--- src/rtl/core/bmpc_pkg.sv ---
// Package with the constants, codes and types of the cursor pixel converter.
`timescale 1ns / 1ps
package bmpc_pkg;

   localparam int PALETTE_DEPTH = 256;
   localparam int PAL_AW        = (PALETTE_DEPTH > 1) ? $clog2(PALETTE_DEPTH) : 1;

   localparam int COUNT_W     = 9;
   localparam int DEPTH_W     = 3;
   localparam int COLOR_W     = 24;
   localparam int CSR_INDEX_W = 2;
   localparam int CSR_DATA_W  = 9;
   localparam int REQ_TDATA_W = 72;
   localparam int RSP_TDATA_W = 32;

   localparam logic [COUNT_W-1:0] PALETTE_LIMIT = COUNT_W'(PALETTE_DEPTH);

   localparam logic [DEPTH_W-1:0] DEPTH_1BPP  = 3'd0;
   localparam logic [DEPTH_W-1:0] DEPTH_4BPP  = 3'd1;
   localparam logic [DEPTH_W-1:0] DEPTH_8BPP  = 3'd2;
   localparam logic [DEPTH_W-1:0] DEPTH_24BPP = 3'd3;
   localparam logic [DEPTH_W-1:0] DEPTH_32BPP = 3'd4;

   localparam logic [COUNT_W-1:0] DEFAULT_COUNT_1BPP  = 9'd2;
   localparam logic [COUNT_W-1:0] DEFAULT_COUNT_4BPP  = 9'd16;
   localparam logic [COUNT_W-1:0] DEFAULT_COUNT_8BPP  = 9'd256;

   localparam logic [CSR_INDEX_W-1:0] CSR_DEPTH_MODE      = 2'd0;
   localparam logic [CSR_INDEX_W-1:0] CSR_PALETTE_COUNT   = 2'd1;
   localparam logic [CSR_INDEX_W-1:0] CSR_ALPHA_FROM_DATA = 2'd2;

   localparam logic CMD_PALETTE_WRITE = 1'b0;
   localparam logic CMD_PIXEL         = 1'b1;

   localparam logic [7:0] ALPHA_OPAQUE      = 8'hFF;
   localparam logic [7:0] ALPHA_TRANSPARENT = 8'h00;

   typedef struct packed {
      logic [DEPTH_W-1:0] depth_mode;
      logic [COUNT_W-1:0] palette_count;
      logic               alpha_from_data;
   } bmpc_cfg_type;

   typedef struct packed {
      logic               is_indexed;
      logic               in_range;
      logic               unsupported;
      logic [7:0]         alpha;
      logic [COLOR_W-1:0] direct;
   } bmpc_stage_type;

endpackage

--- src/rtl/core/bmpc_format.sv ---
// Output stage: merges palette color or direct color with alpha into the result register.
`timescale 1ns / 1ps
module bmpc_format import bmpc_pkg::*; (
   input  logic                   clock,
   input  logic                   reset,
   input  logic                   stage_valid,
   input  bmpc_stage_type         stage,
   input  logic [COLOR_W-1:0]     ram_rd_data,
   output logic                   pop,
   output logic                   rsp_tvalid,
   input  logic                   rsp_tready,
   output logic [RSP_TDATA_W-1:0] rsp_tdata,
   output logic                   rsp_tuser
);

   logic                   rsp_valid_ff;
   logic                   rsp_valid_in;
   logic [RSP_TDATA_W-1:0] rsp_data_ff;
   logic [RSP_TDATA_W-1:0] rsp_data_in;
   logic                   rsp_unsup_ff;
   logic [COLOR_W-1:0]     color;

   assign pop = stage_valid && (!rsp_valid_ff || rsp_tready);

   always_comb begin
      if (stage.unsupported) begin
         color = '0;
      end else if (stage.is_indexed) begin
         color = stage.in_range ? ram_rd_data : '0;
      end else begin
         color = stage.direct;
      end
      rsp_data_in = {stage.alpha, color};
   end

   always_comb begin
      if (pop) begin
         rsp_valid_in = 1'b1;
      end else if (rsp_tready) begin
         rsp_valid_in = 1'b0;
      end else begin
         rsp_valid_in = rsp_valid_ff;
      end
   end

   always_ff @(posedge clock) begin
      if (reset) begin
         rsp_valid_ff <= 1'b0;
      end else begin
         rsp_valid_ff <= rsp_valid_in;
      end
   end

   always_ff @(posedge clock) begin
      if (pop) begin
         rsp_data_ff  <= rsp_data_in;
         rsp_unsup_ff <= stage.unsupported;
      end
   end

   assign rsp_tvalid = rsp_valid_ff;
   assign rsp_tdata  = rsp_data_ff;
   assign rsp_tuser  = rsp_unsup_ff;

endmodule

--- config.mk ---
export PLATFORM = sky130hd
export DESIGN_NAME = bmpc_format
export DESIGN_NICKNAME = d
export VERILOG_FILES = /design/src/rtl/core/bmpc_pkg.sv /design/src/rtl/core/bmpc_format.sv
export SDC_FILE = /design/constraint.sdc
export NUM_CORES = 1
export LEC_CHECK = 0
export BUFFER_PORTS_ARGS = -buffer_cell sky130_fd_sc_hd__buf_2
export CAP_MARGIN = 25
export CORE_UTILIZATION = 38
export DETAILED_ROUTE_END_ITERATION = 6
export PLACE_DENSITY = 0.81
export RECOVER_POWER = 50
export SLEW_MARGIN = 30
export SYNTH_ARGS = -nofsm -noshare
export SYNTH_HDL_FRONTEND = slang
export SYNTH_SLANG_ARGS = --single-unit
--- constraint.sdc ---
create_clock -name clock -period 1.75 [get_ports clock]
set_clock_uncertainty 0.2 [all_clocks]
set_input_delay 0.35 -clock clock [delete_from_list [all_inputs] [get_ports clock]]
set_output_delay 0.35 -clock clock [all_outputs]
set_load 0.01 [all_outputs]
==> results by group <==
Synthesis
  • EDFF count, synth: 33
  • Post-synth top area share: 63.0%
  • Post-synth top cells: edfxtp_1, nand2b_1, a21oi_1, nand3_1
  • Ys async rst share: 0%
  • Ys Warns: 0
  • Synth Net Count: 182
  • Count leader, synth: edfxtp_1
  • Syn Inst Count: 119
  • Netlist cell types: 13
  • Synth Cell Area: 0.00157 mm2
  • Area contributors post-synth: edfxtp_1, nand2b_1, nand3_2, a21oi_2, a21oi_1
  • #FFs+latches synth: 34
  • Top_reg_cell synth: edfxtp_1
  • Cell taking the most area after synthesis: edfxtp_1
  • Sequential share of the synthesized area: 64.2%
  • Mean Syn Cell Area: 13.2 um2

Power
  • Pleak: 0.902 nW
  • Worst vdd ir: 0.366 mV
  • Power per cell area: 906 mW/mm2
  • Tot Pwr: 1.98 mW

Placement
  • DP HPWL: 2.73 mm
  • Cells after DPL: 262
  • Place WS: 0.236 ns
  • Port Buffer Count: 97
  • Routability cong.: 0.742

Clocking
  • Post-CTS setup buffer count: 0
  • Post-cts gate resize count: 0
  • CTS tree: done
  • Clock sink total: 34
  • Root Buffer: clkbuf_8
  • Later-pin clock latency in the skew report: 0.28 ns
  • Hold_buf cts: 0
  • Max clock buf depth: 2
  • Num CTS Buffers: 5
  • Clk pin slew, worst setup/hold paths: 0.06 ns
  • H-tree levels: 2

Setup path
  • Crit start category: register
  • Worst reg2reg path depth: 3
  • R2R Setup Slk: 0.40 ns
  • Critical path endpoint category: output port
  • WP data required: 1.20 ns
  • CP arrival: 1.05 ns
  • Reg2reg start: rsp_tvalid$_SDFFE_PP0P_
  • CP Class: reg -> out
  • Max FO, Critical Path: 3
  • Reg2reg end: rsp_tdata[1]$_SDFFCE_PP0P_

Flow run
  • Max-cap viol count: 0

STA
  • Worst setup margin: 0.150 ns
  • Sum Neg Setup Slack: 0 ns
  • Final Hold Viols: 0
  • Relative slew slack: 61.6%
  • Min Clock Period, post-route: 1.60 ns
  • Final setup fails: 0
  • Max-slew violations: 0
  • Highest clock rate: 625 MHz
  • RSZ-0062 raised after global routing: false
  • Actual slew at the worst max-slew pin: 0.576 ns
  • Hold_ws: 0.0183 ns
  • Crit share post-route: 91.4%

Layout
  • Area of the multi-input gates: 463 um2
  • # fillers: 363
  • Non-Filler Instances: 270
  • Layout cells sized above 1: 46.8%
  • Area grow syn2layout: 38.5%
  • Nets: 282
  • Seq. cell area: 0.00101 mm2
  • Ant diodes: 0

Floorplan
  • Die Wd: 66.4 um
  • Starting density of the core: 39.3%
  • Ports: 98
  • Core Area: 0.00400 mm2
  • Die Footprint: 0.00440 mm2
  • Die H: 66.4 um
  • Rows: 23

Route
  • DRT iter0 DRCs: 63
  • Wirelength per Cell: 13.6 um
  • First-pass DRT Iterations: 7
  • Number of remaining DRC errors: 0
  • DR vias: 1,293
  • Routed Antenna Nets: 0
  • Via density: 4.79
  • Routed WL: 3.67 mm

GRT
  • Number of global-route vias before repair: 1,174
  • Total gr overflow: 0
  • Total GRT Usage: 17.9%
  • Pin count of the biggest net entering global routing: 49
  • First-pass GRT wire length: 5.48 mm
  • Initial antenna violation count: 0

Worst hold path
  • HP Class: in -> reg
  • Worst Hold Path Cells: 2
  • Hold_sp: reset
  • Hold EP: rsp_tvalid$_SDFFE_PP0P_

Run status
  • Outcome: completed
[layout make-up]
class | count | share of cell area, %
Clock buffer | 7 | 3.96
Clock inverter | 1 | 1.38
Tap cell | 50 | 2.87
Sequential cell | 34 | 46.4
Multi-Input combinational cell | 75 | 21.2
Timing Repair Buffer | 102 | 24.0
Inverter | 1 | 0.172
[worst max-delay path by stage]
| stage | start | end | slack [ns] | cells past startpoint |
|---|---|---|---|---|
| 2_1_floorplan | rsp_tready | rsp_tdata[0]$_SDFFCE_PP0P_ | 0.19 | 2 |
| 3_3_place_gp | rsp_tready | pop | 0.26 | 4 |
| 3_5_place_dp | rsp_tready | rsp_tdata[0]$_SDFFCE_PP0P_ | 0.24 | 4 |
| 4_1_cts | rsp_tvalid$_SDFFE_PP0P_ | pop | 0.14 | 3 |
| 5_1_grt | rsp_tvalid$_SDFFE_PP0P_ | pop | 0.07 | 3 |
| 6_report | rsp_tvalid$_SDFFE_PP0P_ | pop | 0.15 | 3 |
[worst max-delay path: stages (launching register included)]
cell	delay [ns]
dfxtp_1	0.32
nand2b_1	0.07
and2_2	0.23
buf_2	0.14
[where the power goes]
part           switching (mW)  total (mW)  leakage, nW  internal (mW)
Sequential             0.0126       0.969        0.335          0.956
Combinational           0.148       0.271        0.508          0.123
Clock                   0.272       0.736       0.0585          0.464
[metal layers]
metal / vias to the layer above / global-route usage, % / share of wire, %
met5: - / 0 / 0
met4: 0 / 7.45 / 2.6
met3: 9 / 5.86 / 8.0
met1: 589 / 19.4 / 40
met2: 67 / 31.6 / 49
li1: 628 / - / -
[cell families after synthesis]
kind of cell,count (synthesis),synth area share [%]
simple gates,50,21.1
buf+inv,10,4.29
compound gates,25,10.3
flops,34,64.2
[layout by cell type (no fill, tap or decap)]
cell type	count
buf_4	2
clkbuf_1	19
nand3_1	14
buf_12	2
and2_2	1
bufinv_16	1
a21oi_2	1
edfxtp_1	33
inv_1	1
clkbuf_8	6
clkbuf_2	1
dfxtp_1	1
buf_2	79
a21oi_1	24
nand2b_1	25
nand3_2	10
[per-stage QoR]
step | instance area (um2) | utilization [%]
3_3_place_gp | 2130 | 53.4
3_5_place_dp | 2130 | 53.4
4_1_cts | 2250 | 56.3
2_1_floorplan | 1580 | -
6_report | 2180 | 54.5
5_1_grt | 2180 | 54.5
[sequential cells by signal (all words and copies together), names as in the netlist]
register and flops:
rsp_tvalid 1, rsp_tuser 1, rsp_tdata 32
Note: power is estimated with default switching activity, not from simulation.
