[config.mk]
export PLATFORM = sky130hd
export DESIGN_NAME = bmpc_decode
export DESIGN_NICKNAME = d
export VERILOG_FILES = /design/src/rtl/core/bmpc_pkg.sv /design/src/rtl/core/bmpc_decode.sv
export SDC_FILE = /design/constraint.sdc
export NUM_CORES = 1
export LEC_CHECK = 0
export BUFFER_PORTS_ARGS = -buffer_cell sky130_fd_sc_hd__buf_2
export CAP_MARGIN = 20
export CORE_ASPECT_RATIO = 0.75
export CORE_UTILIZATION = 39
export DETAILED_ROUTE_END_ITERATION = 16
export PLACE_DENSITY_LB_ADDON = 0.2
export SYNTH_ARGS = -nofsm -noshare
export SYNTH_HDL_FRONTEND = slang
export SYNTH_SLANG_ARGS = --single-unit
export TNS_END_PERCENT = 20
[constraint.sdc]
create_clock -name clock -period 2.5 [get_ports clock]
set_input_delay 0.125 -clock clock [delete_from_list [all_inputs] [get_ports clock]]
set_output_delay 0.125 -clock clock [all_outputs]
set_load 0.02 [all_outputs]
[src/rtl/core/bmpc_pkg.sv]
// Package with the constants, codes and types of the cursor pixel converter.
`timescale 1ns / 1ps
package bmpc_pkg;

   localparam int PALETTE_DEPTH = 256;
   localparam int PAL_AW        = (PALETTE_DEPTH > 1) ? $clog2(PALETTE_DEPTH) : 1;

   localparam int COUNT_W     = 9;
   localparam int DEPTH_W     = 3;
   localparam int COLOR_W     = 24;
   localparam int CSR_INDEX_W = 2;
   localparam int CSR_DATA_W  = 9;
   localparam int REQ_TDATA_W = 72;
   localparam int RSP_TDATA_W = 32;

   localparam logic [COUNT_W-1:0] PALETTE_LIMIT = COUNT_W'(PALETTE_DEPTH);

   localparam logic [DEPTH_W-1:0] DEPTH_1BPP  = 3'd0;
   localparam logic [DEPTH_W-1:0] DEPTH_4BPP  = 3'd1;
   localparam logic [DEPTH_W-1:0] DEPTH_8BPP  = 3'd2;
   localparam logic [DEPTH_W-1:0] DEPTH_24BPP = 3'd3;
   localparam logic [DEPTH_W-1:0] DEPTH_32BPP = 3'd4;

   localparam logic [COUNT_W-1:0] DEFAULT_COUNT_1BPP  = 9'd2;
   localparam logic [COUNT_W-1:0] DEFAULT_COUNT_4BPP  = 9'd16;
   localparam logic [COUNT_W-1:0] DEFAULT_COUNT_8BPP  = 9'd256;

   localparam logic [CSR_INDEX_W-1:0] CSR_DEPTH_MODE      = 2'd0;
   localparam logic [CSR_INDEX_W-1:0] CSR_PALETTE_COUNT   = 2'd1;
   localparam logic [CSR_INDEX_W-1:0] CSR_ALPHA_FROM_DATA = 2'd2;

   localparam logic CMD_PALETTE_WRITE = 1'b0;
   localparam logic CMD_PIXEL         = 1'b1;

   localparam logic [7:0] ALPHA_OPAQUE      = 8'hFF;
   localparam logic [7:0] ALPHA_TRANSPARENT = 8'h00;

   typedef struct packed {
      logic [DEPTH_W-1:0] depth_mode;
      logic [COUNT_W-1:0] palette_count;
      logic               alpha_from_data;
   } bmpc_cfg_type;

   typedef struct packed {
      logic               is_indexed;
      logic               in_range;
      logic               unsupported;
      logic [7:0]         alpha;
      logic [COLOR_W-1:0] direct;
   } bmpc_stage_type;

endpackage

[src/rtl/core/bmpc_decode.sv]
// Input stage: index extraction, palette range check, alpha and palette access.
`timescale 1ns / 1ps
module bmpc_decode import bmpc_pkg::*; (
   input  logic                   clock,
   input  logic                   reset,
   input  bmpc_cfg_type           cfg,
   input  logic                   take,
   input  logic                   req_cmd,
   input  logic [REQ_TDATA_W-1:0] req_data,
   input  logic                   pop,
   output logic                   stage_valid,
   output bmpc_stage_type         stage,
   output logic                   ram_rd_en,
   output logic [PAL_AW-1:0]      ram_rd_addr,
   output logic                   ram_wr_en,
   output logic [PAL_AW-1:0]      ram_wr_addr,
   output logic [COLOR_W-1:0]     ram_wr_data
);

   logic [7:0]         pal_index;
   logic [COLOR_W-1:0] pal_color;
   logic [31:0]        raw;
   logic [2:0]         column;
   logic               mask;
   logic [7:0]         byte0;
   logic [7:0]         idx;
   logic [COUNT_W-1:0] base_count;
   logic [COUNT_W-1:0] eff_count;
   logic               pixel_take;
   logic               stage_valid_ff;
   logic               stage_valid_in;
   bmpc_stage_type     stage_ff;
   bmpc_stage_type     stage_in;

   assign pal_index = req_data[7:0];
   assign pal_color = req_data[31:8];
   assign raw       = req_data[63:32];
   assign column    = req_data[66:64];
   assign mask      = req_data[67];
   assign byte0     = raw[7:0];

   always_comb begin
      unique case (cfg.depth_mode)
         DEPTH_1BPP: begin
            idx        = {7'd0, byte0[3'(3'd7 - column)]};
            base_count = DEFAULT_COUNT_1BPP;
         end
         DEPTH_4BPP: begin
            idx        = {4'd0, (column[0] ? byte0[3:0] : byte0[7:4])};
            base_count = DEFAULT_COUNT_4BPP;
         end
         default: begin
            idx        = byte0;
            base_count = DEFAULT_COUNT_8BPP;
         end
      endcase
      if (cfg.palette_count != '0) begin
         base_count = cfg.palette_count;
      end
      eff_count = (base_count > PALETTE_LIMIT) ? PALETTE_LIMIT : base_count;
   end

   always_comb begin
      stage_in             = '0;
      stage_in.is_indexed  = (cfg.depth_mode <= DEPTH_8BPP);
      stage_in.in_range    = ({1'b0, idx} < eff_count);
      stage_in.unsupported = (cfg.depth_mode > DEPTH_32BPP);
      stage_in.direct      = raw[23:0];
      if (stage_in.unsupported) begin
         stage_in.alpha = ALPHA_TRANSPARENT;
      end else if (cfg.depth_mode == DEPTH_32BPP && cfg.alpha_from_data) begin
         stage_in.alpha = raw[31:24];
      end else begin
         stage_in.alpha = mask ? ALPHA_TRANSPARENT : ALPHA_OPAQUE;
      end
   end

   assign pixel_take = take && (req_cmd == CMD_PIXEL);

   assign ram_rd_en   = pixel_take && stage_in.is_indexed && stage_in.in_range;
   assign ram_rd_addr = idx[PAL_AW-1:0];
   assign ram_wr_en   = take && (req_cmd == CMD_PALETTE_WRITE) &&
                        ({1'b0, pal_index} < PALETTE_LIMIT);
   assign ram_wr_addr = pal_index[PAL_AW-1:0];
   assign ram_wr_data = pal_color;

   always_comb begin
      if (pixel_take) begin
         stage_valid_in = 1'b1;
      end else if (pop) begin
         stage_valid_in = 1'b0;
      end else begin
         stage_valid_in = stage_valid_ff;
      end
   end

   always_ff @(posedge clock) begin
      if (reset) begin
         stage_valid_ff <= 1'b0;
      end else begin
         stage_valid_ff <= stage_valid_in;
      end
   end

   always_ff @(posedge clock) begin
      if (pixel_take) begin
         stage_ff <= stage_in;
      end
   end

   assign stage_valid = stage_valid_ff;
   assign stage       = stage_ff;

endmodule

==> qor.txt <==
Setup crit start kind = input port
Most common cell in the netlist = edfxtp_1
Slew Viols, Final = 0
Netlist Area Pre-Place = 2010 um2
Synth top area share = 52.4%
Row count = 22
Clock sink total = 36
GP Congestion = 0.772
Crit Reg-Reg Startpoint = stage_valid
Crit path max-delay family = simple AND/OR/NAND/NOR gates
Relative slew margins = 44.7%
Final Cycle Share = 92.9%
Top_reg_cell synth = edfxtp_1
Nets = 334
Die footprint = 5440 um2
Slew @ Worst Pin = 823 ps
Final Cell Area = 2490 um2
# setup viols final = 0
WP data required = 2380 ps
Post-synth EDFFs = 35
First-pass GRT wire length = 6580 um
Crit path largest cell delay = 410 ps
Clock skew = 0 ps
TritonCTS Buffers = 5
HP Start = req_data[49]
Post-Route WL = 4650 um
Die Y = 64.1 um
DRT Pass-1 Iters = 10
Synth area leaders = edfxtp_1 (52%), buf_4 (12%), ha_1 (4.4%)
Initial core utilization = 40.7%
Remaining routing DRC violations = 9
Post-Syn Nets = 254
CP Buf/Inv Count = 2
Crit path capture type = primary output
R2r endpoint = stage_valid
Largest area contributor in the netlist = edfxtp_1
Via/cell ratio = 4.85
Area Overhead vs Synth = 24.0%
CP max FO = 9
DRT iter0 DRCs = 70
Pwr Density = 563 nW/um2
Via count = 1,444
Placed instance area = 2330 um2
CP Class = input port to primary output
Root Buffer Master = clkbuf_8
Worst Hold Endpoint = stage[17]
CTS tree = built
Asr flop ratio synth = 0%
Register-to-Register Path Depth = 2
Total Routing Usage GR = 16.6%
Synth unique cells = 39
Total Neg Setup Slack = 0 ps
Maximum clock rate = 0.431 GHz
Hold WS = 19.0 ps
Crit path max-delay cell type = or3_4
Sequential fraction of the synthesis area = 53.4%
Maxcap violations = 0
Ant. Diodes = 0
Initial antenna violation count = 0
IO Port Bufs = 99
Worst R2R Setup Slack = 1910 ps
Ratio of cells with drive above 1 in the final layout = 52.5%
Drt wl/cell = 15.6 um
Top cells by count, synth = edfxtp_1 (35), buf_4 (33), a21o_1 (11)
Cells after Synth = 157
Worst-path clk slew = 70 ps
Later-pin clock latency in the skew report = 280 ps
Failing checks = design-rule violations
Final min period = 2320 ps
GRT overflow = 0
Core area = 4930 um2
Worst min path class = input port to flip-flop
Post-Syn Area per Cell = 12.8 um2
Worst Hold Path Cells = 1
Status = finished with violations
Cell mode on critical path = buf_2
CP cell instances = buf_2 -> or3_4 -> nor2_1 -> a31oi_1 -> or2_2 -> ha_1 -> and2_1 -> nand3_1 -> a2111oi_2 -> nor3_1 -> buf_2
Ports = 168
DP Wirelength = 3790 um
Max clock buf depth = 2
Lkg Pwr = 1.13 nW
Largest net degree at the start of global routing = 37
Htree depth = 2
Die width = 84.8 um
Yosys reg bits = 36
Arrival time at the worst endpoint = 2200 ps
Ys Warns = 0
Peak supply drop = 0.199 mV
Unrepaired setup endpoints after global routing = false
Hold Vio Cnt, Final = 0
Number of global-route vias before repair = 1,253
Antenna viol nets, final = 0
-- metal layers --
metal	track usage [%]	part of all wire [%]
met4	7.20	1.5
met2	29.2	51
met3	5.56	10
met1	18.4	37
met5	0	0
-- worst reg2reg max path: cells and delay by family (launching register included) --
kind | cells | cell delay (ps)
flops | 1 | 310
simple gates | 1 | 50
compound gates | 1 | 130
-- worst max path at each step --
stage	startpoint	end	depth (start not counted)
2_1_floorplan	cfg[12]	ram_rd_en	8
3_3_place_gp	cfg[1]	ram_rd_en	11
3_5_place_dp	cfg[1]	ram_rd_en	11
4_1_cts	cfg[11]	ram_rd_en	10
5_1_grt	cfg[11]	ram_rd_en	11
6_report	cfg[11]	ram_rd_en	11
-- repair_timing --
item | CTS | global route
endpoints found under the hold margin | 1 | 4
endpoints found under the setup margin | 0 | 1
gates resized for setup | 0 | 2
buffers inserted | 0 | 1
hold buffers | 1 | 4
-- power breakdown --
part	switching, mW	leakage, nW	internal [mW]
clock network	0.191	0.0388	0.193
logic	0.176	0.755	0.124
registers	0.00855	0.333	0.709
total	0.375	1.13	1.03
-- area by class of cell --
| cell class | instances | area [um2] |
|---|---|---|
| Multi-Input combinational cell | 82 | 663 |
| Inverter | 3 | 11.3 |
| Timing Repair Buffer | 109 | 583 |
| Fill cell | 466 | 2440 |
| Sequential cell | 36 | 1070 |
| Clock buffer | 6 | 72.6 |
| Clock inverter | 2 | 11.3 |
| Tap cell | 60 | 75.1 |
-- flip-flops by register name (all words and copies together), names as in the netlist --
name and flops:
stage 35, stage_valid 1
-- cells by family after synthesis --
group / synth area share (%)
AOI/OAI and AO/OA: 13.5
and+or+nand+nor: 11.5
adders and majority gates: 4.37
buffers and inverters: 14.6
DFF: 53.4
muxes: 2.62
-- metrics by stage --
step | worst slack (ps) | cells | util [%] | total power, mW
2_1_floorplan | 119 | 157 | - | 0.979
3_3_place_gp | 127 | 284 | 47.4 | 1.02
3_5_place_dp | 127 | 284 | 47.4 | 1.02
4_1_cts | 121 | 293 | 49.3 | 1.40
5_1_grt | 20.5 | 298 | 50.5 | 1.47
6_report | 178 | 298 | 50.5 | 1.40
-- placed cells by master, fill, tap and decap left out, types with 3 or more instances in the layout --
cell type / netlist / final
buf_2: 0 / 99
nand2b_1: 5 / 5
nor2_1: 8 / 8
dlygate4sd3_1: 0 / 5
a21oi_1: 3 / 3
inv_1: 3 / 3
nor3_1: 3 / 3
nand2_1: 8 / 8
edfxtp_1: 35 / 35
buf_4: 33 / 5
ha_1: 7 / 7
and2_1: 6 / 5
a21o_1: 11 / 11
clkbuf_8: 0 / 5
Note: power is estimated with default switching activity, not from simulation.
